## src/rtl/tfi_pkg.sv

```systemverilog
// ----------------------------------------------------------------------------
// tfi_pkg: shared types and constants for the thrust/friction integrator
// Operation codes, state reset values, the per-axis state record and the
// 32-bit saturation helper.
// ----------------------------------------------------------------------------
package tfi_pkg;

  // Operation codes carried by each input item
  typedef enum logic [1:0] {
    OP_TICK    = 2'd0,
    OP_BUTTONS = 2'd1,
    OP_SENT    = 2'd2,
    OP_NONE    = 2'd3
  } op_t;

  // Configuration register indexes
  localparam logic CFG_THRUST_GAIN    = 1'b0;
  localparam logic CFG_FRICTION_LIMIT = 1'b1;

  // Configuration reset values
  localparam logic [7:0] THRUST_GAIN_RST    = 8'd2;
  localparam logic [7:0] FRICTION_LIMIT_RST = 8'd1;

  // Saturation bounds, sized for the widened sums
  localparam logic signed [33:0] SUM_MAX = 34'sd2147483647;
  localparam logic signed [33:0] SUM_MIN = -34'sd2147483648;
  localparam logic signed [31:0] WORD_MAX = 32'sh7fff_ffff;
  localparam logic signed [31:0] WORD_MIN = 32'sh8000_0000;

  // Position and velocity of one axis
  typedef struct packed {
    logic signed [31:0] pos;
    logic signed [31:0] vel;
  } axis_state_t;

  // Clamp a widened sum to the signed 32-bit range
  function automatic logic signed [31:0] sat32(input logic signed [33:0] v);
    logic signed [31:0] r;
    if (v > SUM_MAX) begin
      r = WORD_MAX;
    end else if (v < SUM_MIN) begin
      r = WORD_MIN;
    end else begin
      r = v[31:0];
    end
    return r;
  endfunction

endpackage

```

## src/rtl/thrust_friction_integrator_2d.sv

```systemverilog
// ----------------------------------------------------------------------------
// thrust_friction_integrator_2d: 2D point driven by four direction buttons
// Path: an accepted input enters the input stage, then passes through the
//   update logic into the result register.
// Throughput: one item per cycle while out_ready does not stall the result register; in_ready follows out_ready.
// Reset: synchronous rst clears position, velocity, buttons, pending flag
//   and both stages; gain returns to 2 and friction limit to 1.
// ----------------------------------------------------------------------------
module thrust_friction_integrator_2d
  import tfi_pkg::*;
(
  input  logic               clk,
  input  logic               rst,
  // configuration writes
  input  logic               cfg_we,
  input  logic               cfg_index,
  input  logic [7:0]         cfg_wdata,
  // input items
  input  logic               in_valid,
  output logic               in_ready,
  input  logic [1:0]         operation,
  input  logic               left_pressed,
  input  logic               right_pressed,
  input  logic               up_pressed,
  input  logic               down_pressed,
  // result items
  output logic               out_valid,
  input  logic               out_ready,
  output logic signed [31:0] pos_x,
  output logic signed [31:0] pos_y,
  output logic               needs_update
);

  logic [7:0]  thrust_gain;
  logic [7:0]  friction_limit;

  logic        stage_valid;
  op_t         stage_op;
  logic [3:0]  stage_buttons;

  logic [3:0]  button_flags;
  axis_state_t state_x;
  axis_state_t state_y;
  logic        pending;

  axis_state_t tick_x;
  axis_state_t tick_y;
  logic        advance;

  // Move the staged item into the result register when it is free
  assign advance  = stage_valid && (!out_valid || out_ready);
  assign in_ready = !stage_valid || advance;

  // Hold configuration registers
  always_ff @(posedge clk) begin
    if (rst) begin
      thrust_gain    <= THRUST_GAIN_RST;
      friction_limit <= FRICTION_LIMIT_RST;
    end else if (cfg_we) begin
      case (cfg_index)
        CFG_THRUST_GAIN:    thrust_gain    <= cfg_wdata;
        CFG_FRICTION_LIMIT: friction_limit <= cfg_wdata;
        default:            thrust_gain    <= thrust_gain;
      endcase
    end
  end

  // Capture an accepted item into the input stage
  always_ff @(posedge clk) begin
    if (rst) begin
      stage_valid <= 1'b0;
    end else if (in_ready) begin
      stage_valid <= in_valid;
    end
  end

  always_ff @(posedge clk) begin
    if (in_valid && in_ready) begin
      stage_op      <= op_t'(operation);
      stage_buttons <= {down_pressed, up_pressed, right_pressed, left_pressed};
    end
  end

  // Per-axis tick update: x is right minus left, y is up minus down
  tfi_axis u_axis_x (
    .cur            (state_x),
    .pos_btn        (button_flags[1]),
    .neg_btn        (button_flags[0]),
    .thrust_gain    (thrust_gain),
    .friction_limit (friction_limit),
    .nxt            (tick_x)
  );

  tfi_axis u_axis_y (
    .cur            (state_y),
    .pos_btn        (button_flags[2]),
    .neg_btn        (button_flags[3]),
    .thrust_gain    (thrust_gain),
    .friction_limit (friction_limit),
    .nxt            (tick_y)
  );

  // Update state and load the result register
  axis_state_t state_x_next;
  axis_state_t state_y_next;
  logic [3:0]  button_flags_next;
  logic        pending_next;

  always_comb begin
    state_x_next      = state_x;
    state_y_next      = state_y;
    button_flags_next = button_flags;
    pending_next      = pending;
    case (stage_op)
      OP_TICK: begin
        state_x_next = tick_x;
        state_y_next = tick_y;
        if ((tick_x.pos != state_x.pos) || (tick_y.pos != state_y.pos)) begin
          pending_next = 1'b1;
        end
      end
      OP_BUTTONS: button_flags_next = stage_buttons;
      OP_SENT:    pending_next      = 1'b0;
      default:    pending_next      = pending;
    endcase
  end

  always_ff @(posedge clk) begin
    if (rst) begin
      state_x      <= '0;
      state_y      <= '0;
      button_flags <= '0;
      pending      <= 1'b0;
      out_valid    <= 1'b0;
    end else begin
      if (advance) begin
        state_x      <= state_x_next;
        state_y      <= state_y_next;
        button_flags <= button_flags_next;
        pending      <= pending_next;
        out_valid    <= 1'b1;
      end else if (out_ready) begin
        out_valid    <= 1'b0;
      end
    end
  end

  always_ff @(posedge clk) begin
    if (advance) begin
      pos_x        <= state_x_next.pos;
      pos_y        <= state_y_next.pos;
      needs_update <= pending_next;
    end
  end

  // Checks
  a_ready_when_free: assert property (@(posedge clk) disable iff (rst)
    !out_valid |-> in_ready)
    else $error("input not ready while result register is free");

  a_ack_clears: assert property (@(posedge clk) disable iff (rst)
    (advance && stage_op == OP_SENT) |=> (out_valid && !needs_update))
    else $error("acknowledge did not clear pending flag");

  a_no_move_off_tick: assert property (@(posedge clk) disable iff (rst)
    (advance && stage_op != OP_TICK) |=> ($stable(state_x) && $stable(state_y)))
    else $error("position or velocity changed without a tick");

  a_move_sets_pending: assert property (@(posedge clk) disable iff (rst)
    (advance && stage_op == OP_TICK) ##1 (state_x.pos != $past(state_x.pos))
      |-> pending)
    else $error("position moved without setting pending flag");

  a_result_tracks_state: assert property (@(posedge clk) disable iff (rst)
    advance |=> (pos_x == state_x.pos && pos_y == state_y.pos
                 && needs_update == pending))
    else $error("result register disagrees with state");

endmodule

```

## src/rtl/tfi_axis.sv

```systemverilog
// ----------------------------------------------------------------------------
// tfi_axis: one axis tick update
// Applies thrust, then friction toward zero, then integrates velocity into
// position, with saturation on the thrust and position sums.
// ----------------------------------------------------------------------------
module tfi_axis
  import tfi_pkg::*;
(
  input  axis_state_t cur,
  input  logic        pos_btn,
  input  logic        neg_btn,
  input  logic [7:0]  thrust_gain,
  input  logic [7:0]  friction_limit,
  output axis_state_t nxt
);

  logic signed [9:0]  thrust;
  logic signed [31:0] vel_thr;
  logic [31:0]        mag;
  logic [7:0]         fr;
  logic signed [31:0] fr_ext;
  logic signed [31:0] vel_new;

  // Pick thrust from the button pair; both held cancels
  always_comb begin
    if (pos_btn && !neg_btn) begin
      thrust = $signed({2'b00, thrust_gain});
    end else if (neg_btn && !pos_btn) begin
      thrust = -$signed({2'b00, thrust_gain});
    end else begin
      thrust = '0;
    end
  end

  // Add thrust with saturation
  assign vel_thr = sat32(34'(cur.vel) + 34'(thrust));

  // Magnitude, then friction capped at the magnitude
  assign mag    = vel_thr[31] ? 32'(-vel_thr) : 32'(vel_thr);
  assign fr     = (mag < {24'd0, friction_limit}) ? mag[7:0] : friction_limit;
  assign fr_ext = $signed({24'd0, fr});

  // Pull velocity toward zero without crossing it
  always_comb begin
    if (vel_thr > 32'sd0) begin
      vel_new = vel_thr - fr_ext;
    end else if (vel_thr < 32'sd0) begin
      vel_new = vel_thr + fr_ext;
    end else begin
      vel_new = '0;
    end
  end

  // Integrate position with saturation
  assign nxt.vel = vel_new;
  assign nxt.pos = sat32(34'(cur.pos) + 34'(vel_new));

endmodule
```

## config.mk

```make
export PLATFORM = sky130hd
export DESIGN_NAME = thrust_friction_integrator_2d
export DESIGN_NICKNAME = d
export VERILOG_FILES = /design/src/rtl/tfi_pkg.sv /design/src/rtl/thrust_friction_integrator_2d.sv /design/src/rtl/tfi_axis.sv
export SDC_FILE = /design/constraint.sdc
export NUM_CORES = 1
export LEC_CHECK = 0
export ABC_AREA = 1
export BUFFER_PORTS_ARGS = -buffer_cell sky130_fd_sc_hd__buf_2
export CAP_MARGIN = 10
export CORE_ASPECT_RATIO = 1.5
export CORE_MARGIN = 1.5
export CORE_UTILIZATION = 50
export CTS_CLUSTER_DIAMETER = 100
export CTS_CLUSTER_SIZE = 20
export DETAILED_ROUTE_END_ITERATION = 12
export GPL_TIMING_DRIVEN = 0
export PLACE_DENSITY = 0.68
export SKIP_LAST_GASP = 1
export SLEW_MARGIN = 20
export SYNTH_ARGS = -nofsm -noshare
export SYNTH_HDL_FRONTEND = slang
export SYNTH_SLANG_ARGS = --single-unit
```

## constraint.sdc

```tcl
create_clock -name clk -period 11.9 [get_ports clk]
set_input_delay 1.19 -clock clk [delete_from_list [all_inputs] [get_ports clk]]
set_output_delay 1.19 -clock clk [all_outputs]
set_load 0.02 [all_outputs]
```

**Word level (Yosys, flattened, before mapping)**

Index checks and enable logic that the tools add are counted.
Widths: inputs -> output; s select.

- Div/mod/pow operators: 0
- Multipliers: 0
- Add/subtract/negate cells: 11
- Reductions and logical operators: 21
- Shifts and indexed selects: 0
- Eq/ne operators: 4
- Bitwise operators: 1
- Multiplexer cells: 26
- Magnitude comparators: 14

Operator list:

| kind | number |
|---|---|
| $mux 32 | 14 |
| $gt 34x32->1 const B | 4 |
| $lt 34x32->1 const B | 4 |
| $mux 64 | 2 |
| $add 32x10->33 | 2 |
| $add 32x32->33 | 2 |
| $add 32x9->32 | 2 |
| $gt 32x1->1 const B | 2 |
| $lt 32x1->1 const B | 2 |
| $lt 32x8->1 | 2 |
| $ne 32x32->1 | 2 |
| $neg 32->32 | 2 |
| $sub 32x9->32 | 2 |
| $mux 10 | 4 |
| $mux 8 | 2 |
| $neg 8->10 | 1 |
| $reduce_and 2->1 | 4 |
| $logic_and 1x1->1 | 6 |
| $logic_not 1->1 | 6 |
| $logic_or 1x1->1 | 3 |
| $mux 1 | 3 |
| $eq 2x1->1 const B | 1 |
| $eq 2x2->1 const B | 1 |
| $logic_not 2->1 | 1 |
| other kinds (3) | 3 |

- Bits in writable memories: 0
- Memories: 0
- Bits in read-only memories: 0
- Latch bits: 0
- Flip-flop bits (word level): 222
- Word-level logic and storage cells: 92
- Input port bits: 20

**Depth between registers and ports, before layout**

- Depth in word-level cells: 23
- Gate-level depth with buffers: 100
- Mapped depth without buffers: 97

**Cells and area by module**

Synthesis repeated with hierarchy kept, for this count alone.

- Cell total of the unflattened synthesis: 4110
- Area total of the unflattened synthesis: 25283.0 um2

By module, submodules not included:

| module | seq. area each (um2) | cells each | area each (um2) | instances |
|---|---|---|---|---|
| thrust_friction_integrator_2d | 5154.9 | 1137 | 9389.0 | 1 |
| tfi_axis (u_axis_x) | 0.0 | 1496 | 7991.4 | 1 |
| tfi_axis (u_axis_y) | 0.0 | 1477 | 7902.6 | 1 |

**Worst setup path before layout**

OpenSTA, ideal clock, no wires.

- Kind: reg-to-reg
- Start point: register button_flags[0]
- End point: register pending
- Library setup time: 0.113 ns
- Arrival: 11.053 ns
- Required time: 11.787 ns
- Stages on the path, launching flop included: 88
- Clock period less this slack: 11.166 ns
- Slack: 0.734 ns
- Cell sequence: dfxtp_1 inv_1 nor2_8 inv_2 nor2_1 buf_6 buf_6 buf_6 buf_2 nand2_1 o21ai_0 ha_1 nand2_1 inv_1 a21oi_1 nand2_1 nand2_1 nand3_1 [... 52 more ...] nand3_1 a21o_1 nand2_1 nand2_1 xor2_1 nand3_1 clkbuf_1 nand2_1 xor2_1 nand3_1 nor2_1 nand3_1 nor2_1 nand3_1 nand2_1 nand3_1 nand2_1 inv_1

RTL lines:

| what | line | text |
|---|---|---|
| start, declared | thrust_friction_integrator_2d.sv:41 | `logic [3:0] button_flags;` |
| start signal, assigned | thrust_friction_integrator_2d.sv:139 | `button_flags <= button_flags_next;` |
| end signal, assigned | thrust_friction_integrator_2d.sv:140 | `pending <= pending_next;` |
| end, declared | thrust_friction_integrator_2d.sv:44 | `logic pending;` |

==> impl_summary.txt <==
----------------------------------------------------
[Yosys]
  Post-synthesis cell type with the largest combined area ... sky130_fd_sc_hd__nand2_1
  YS warnings ... 0
  Number of flip-flops and latches in the synthesized netlist ... 222
  Async set-reset flop share out of synthesis ... 0%
  Instance count of the mapped netlist ... 4272
  Share of the yosys chip area belonging to registers ... 20.1%
  EDFF count, synth ... 71
  Number of unique standard cell types used by synthesis ... between 50 and 60
  Fraction of synthesized cell area taken by the top area cell type ... 18.6%
  Post-Synthesis Net Count ... 4438
  Post-synthesis instance area ... 0.0256 mm2
  Most used flip-flop cell after synthesis ... sky130_fd_sc_hd__dfxtp_1
  Synth top area cells ... sky130_fd_sc_hd__nand2_1 (19%), sky130_fd_sc_hd__dfxtp_1 (12%), sky130_fd_sc_hd__edfxtp_1 (8.3%), sky130_fd_sc_hd__inv_1 (8.0%), sky130_fd_sc_hd__ha_1 (6.7%)
  Mean instance size in the synthesized netlist ... 5.99 um2

[Place]
  Final RePlAce weighted congestion ... approximately 1.0
  Post-DP Area ... 0.0269 mm2
  Worst setup timing slack at the placement stage ... -3.38 ns
  Port Buffers ... 85
  Post-DP HPWL ... between 80000 and 90000 um

[Drt]
  Met2 wire length ... 51100 um
  Met3 wire length ... 5640 um
  Total wire length ... 106000 um
  Detailed router's first-iteration violation count ... 2249
  Highest routed layer ... met4
  Number of DRC violations after detailed routing ... 0
  Metal1 wirelength ... around 38000 um
  Vias post-DR ... 30039
  Residual antenna-violating net count after detailed routing ... 0
  Vias per cell ... between 5 and 6
  Wirelength per Cell ... 20.3 um
  DRT Pass-1 Iters ... 6

[Floorplan]
  Starting density of the core ... between 50% and 60%
  Vertical die dimension ... between 200 and 300 um
  Top-Level Pins ... 87
  Placement row count ... 101
  Standard cell core area ... 0.0505 mm2
  Die ar. ... 0.0526 mm2
  Die Width ... roughly 190 um

[STA]
  Least setup slack across all paths after layout ... approximately 0.35 ns
  Final worst-path cycle share ... 97.0%
  Actual transition at the worst max-transition pin ... 1.18 ns
  Number of max-slew violations in the final report ... 0
  # setup viols final ... 0
  Maximum clock frequency ... around 87 MHz
  Minimum period implied by the final worst setup slack ... 11.55 ns
  Final Hold Vio Count ... 0
  Rel. slew slack ... 20.1%
  Post-route clock skew ... 0.0290 ns

[CTS]
  Inserted Clock Buffers ... 15
  Reg clk slew, reported paths ... ~0.090 ns
  Clk root buf ... sky130_fd_sc_hd__clkbuf_16
  Htree depth ... 1
  Sink Count ... around 220
  Clock Tree Buf Depth ... 3
  TritonCTS clock tree ... built
  Clock insertion delay at the later pin of the skew report ... 0.53 ns

[Layout]
  Commonest cells after routing, fill and taps aside ... sky130_fd_sc_hd__nand2_1 (1150), sky130_fd_sc_hd__inv_1 (533), sky130_fd_sc_hd__nor2_1 (331)
  Antenna fix cells ... 0
  Final core utilization ... 61.2%
  Fraction of layout cells with a size suffix above 1 ... between 10% and 20%
  Net count, final ... 4691
  Post-route cell area ... approximately 0.03 mm2
  Commonest non-fill, non-tap cell in the layout ... sky130_fd_sc_hd__nand2_1
  Area Overhead vs Synth ... 20.8%
  Layout fillers ... 5106

[Global route]
  Maximum number of pins on one net before global-route repair ... 39
  Initial antenna violation count ... 1
  Vias in the first global route ... 28379
  GRT overflow ... 0
  Overall Global Routing Usage ... a little under two fifths
  First-pass GRT wire length ... 156000 um

[Min path]
  Class of the worst hold path ... reg -> reg
  Worst hold path startpoint ... stage_buttons[1]

[Worst setup path]
  Worst Setup Path Type ... reg -> reg
  Kind of cell adding the most delay to the critical path ... simple AND/OR/NAND/NOR gates
  Stages on the worst setup path ... 94
  Crit-path slowest cell ... sky130_fd_sc_hd__dfxtp_4
  Capturing point of the worst reg2reg path ... needs_update
  Largest fanout on the critical path ... 7
  Required time reported for the critical path endpoint ... about 12 ns
  Critical Path Most Common Cell ... sky130_fd_sc_hd__nand2_2
  Setup slack on the worst flop-to-flop path ... 0.35 ns
  Buffers plus inverters on the worst setup path ... 11
  Worst reg2reg path depth ... 94
  Slowest stage delay, CP ... 0.37 ns
  Launching point of the worst reg2reg path ... thrust_gain[1]
  Worst setup path endpoint ... needs_update
  Crit path DAT ... 11.82 ns
  Crit start category ... register
  Crit end category ... register
  Crit path launch ... thrust_gain[1]

[Pwr]
  Cell area power density ... 136 mW/mm2
  Worst ir drop on vdd ... between 100 and 150 uV
  Total chip power ... 4.20 mW
  Leakage Power ... 15.6 nW

[Flow run]
  Number of max-capacitance violations reported ... 0

[Run status]
  Run status ... complete, no violations

----------------------------------------------------
==> worst min-delay path: stages (launching register included) <==
cell	delay, ns
sky130_fd_sc_hd__edfxtp_1	0.33
sky130_fd_sc_hd__nor2_1	0.04
sky130_fd_sc_hd__nor2_1	0.08
==> layout make-up <==
type	instances	area, um2	area share (%)
tap	669	837	2.71
timing repair buffer	243	1730	5.59
sequential	222	5160	16.7
clock inverter	3	32.5	0.105
clock buffer	22	402	1.30
multi-input combinational	3344	19700	63.6
buffer	130	938	3.04
inverter	569	2150	6.95
==> stage by stage <==
stage	TNS [ns]	hold slack (ns)	std cells
final	0	0.473	5202
after global routing	-0.674	0.517	5202
after CTS	0	0.459	5106
after detailed placement	-266.16	0.461	5027
after global placement	-259.75	0.459	5026
after floorplan	0	0.447	4272
==> power by group <==
group	switching [mW]	internal, mW	total (mW)
clock network	0.291	0.241	0.532
registers	0.0310	0.832	0.863
logic	1.87	0.935	2.80
==> state kept, by name (all words and copies together) (netlist names), 2 cells and up <==
| name | cells |
|---|---|
| state_x | 64 |
| state_y | 64 |
| pos_x | 32 |
| pos_y | 32 |
| friction_limit | 8 |
| thrust_gain | 8 |
| button_flags | 4 |
| stage_buttons | 4 |
| stage_op | 2 |
==> cell families after synthesis <==
kind of cell | count (synthesis) | share of synthesized area, %
AO/OA/AOI/OAI | 810 | 17.5
XOR/XNOR | 199 | 6.81
buffers and inverters | 706 | 11.2
adder cells (fa/ha/maj) | 146 | 7.37
AND/OR/NAND/NOR | 2189 | 36.9
flip-flops | 222 | 20.1
==> Yosys cell counts (all sizes together) (3+ instances only) <==
master,count
clkinv,4
a21o,9
nand2,1344
a31oi,4
and2,3
o21bai,23
a211oi,3
nor4,10
o32ai,3
dfxtp,151
o41ai,33
nand3b,7
nor3,27
nand4,62
a21oi,302
clkbuf,85
xnor2,38
nor2,426
o21ai,355
fa,8
o211ai,31
o21a,6
buf,52
edfxtp,71
or2,6
a21boi,4
o31ai,9
o22ai,17
ha,138
a31o,4
nand3,304
inv,565
xor2,161
==> layer usage <==
metal	up-vias	GRT usage, %
li1	14404	-
met1	13872	39.7
met2	1248	67.8
met3	515	4.22
met4	0	35.0
met5	-	0
==> worst min-delay path by stage <==
stage,endpoint,slack [ns],cells past startpoint
after floorplan,button_flags[1],0.45,2
after global placement,button_flags[1],0.46,2
after detailed placement,button_flags[1],0.46,2
after CTS,button_flags[1],0.46,2
after global routing,button_flags[3],0.52,2
final,button_flags[1],0.47,2
==> what timing repair did <==
item | 4_1_cts | 5_1_grt
setup buffers | 54 | 99
setup endpoints to repair | 130 | 127
pin swaps | 73 | 184
cloned | 1 | 4
hold buffers | 0 | 0
gates resized for setup | 285 | 330
(Power assumes the default switching activity.)
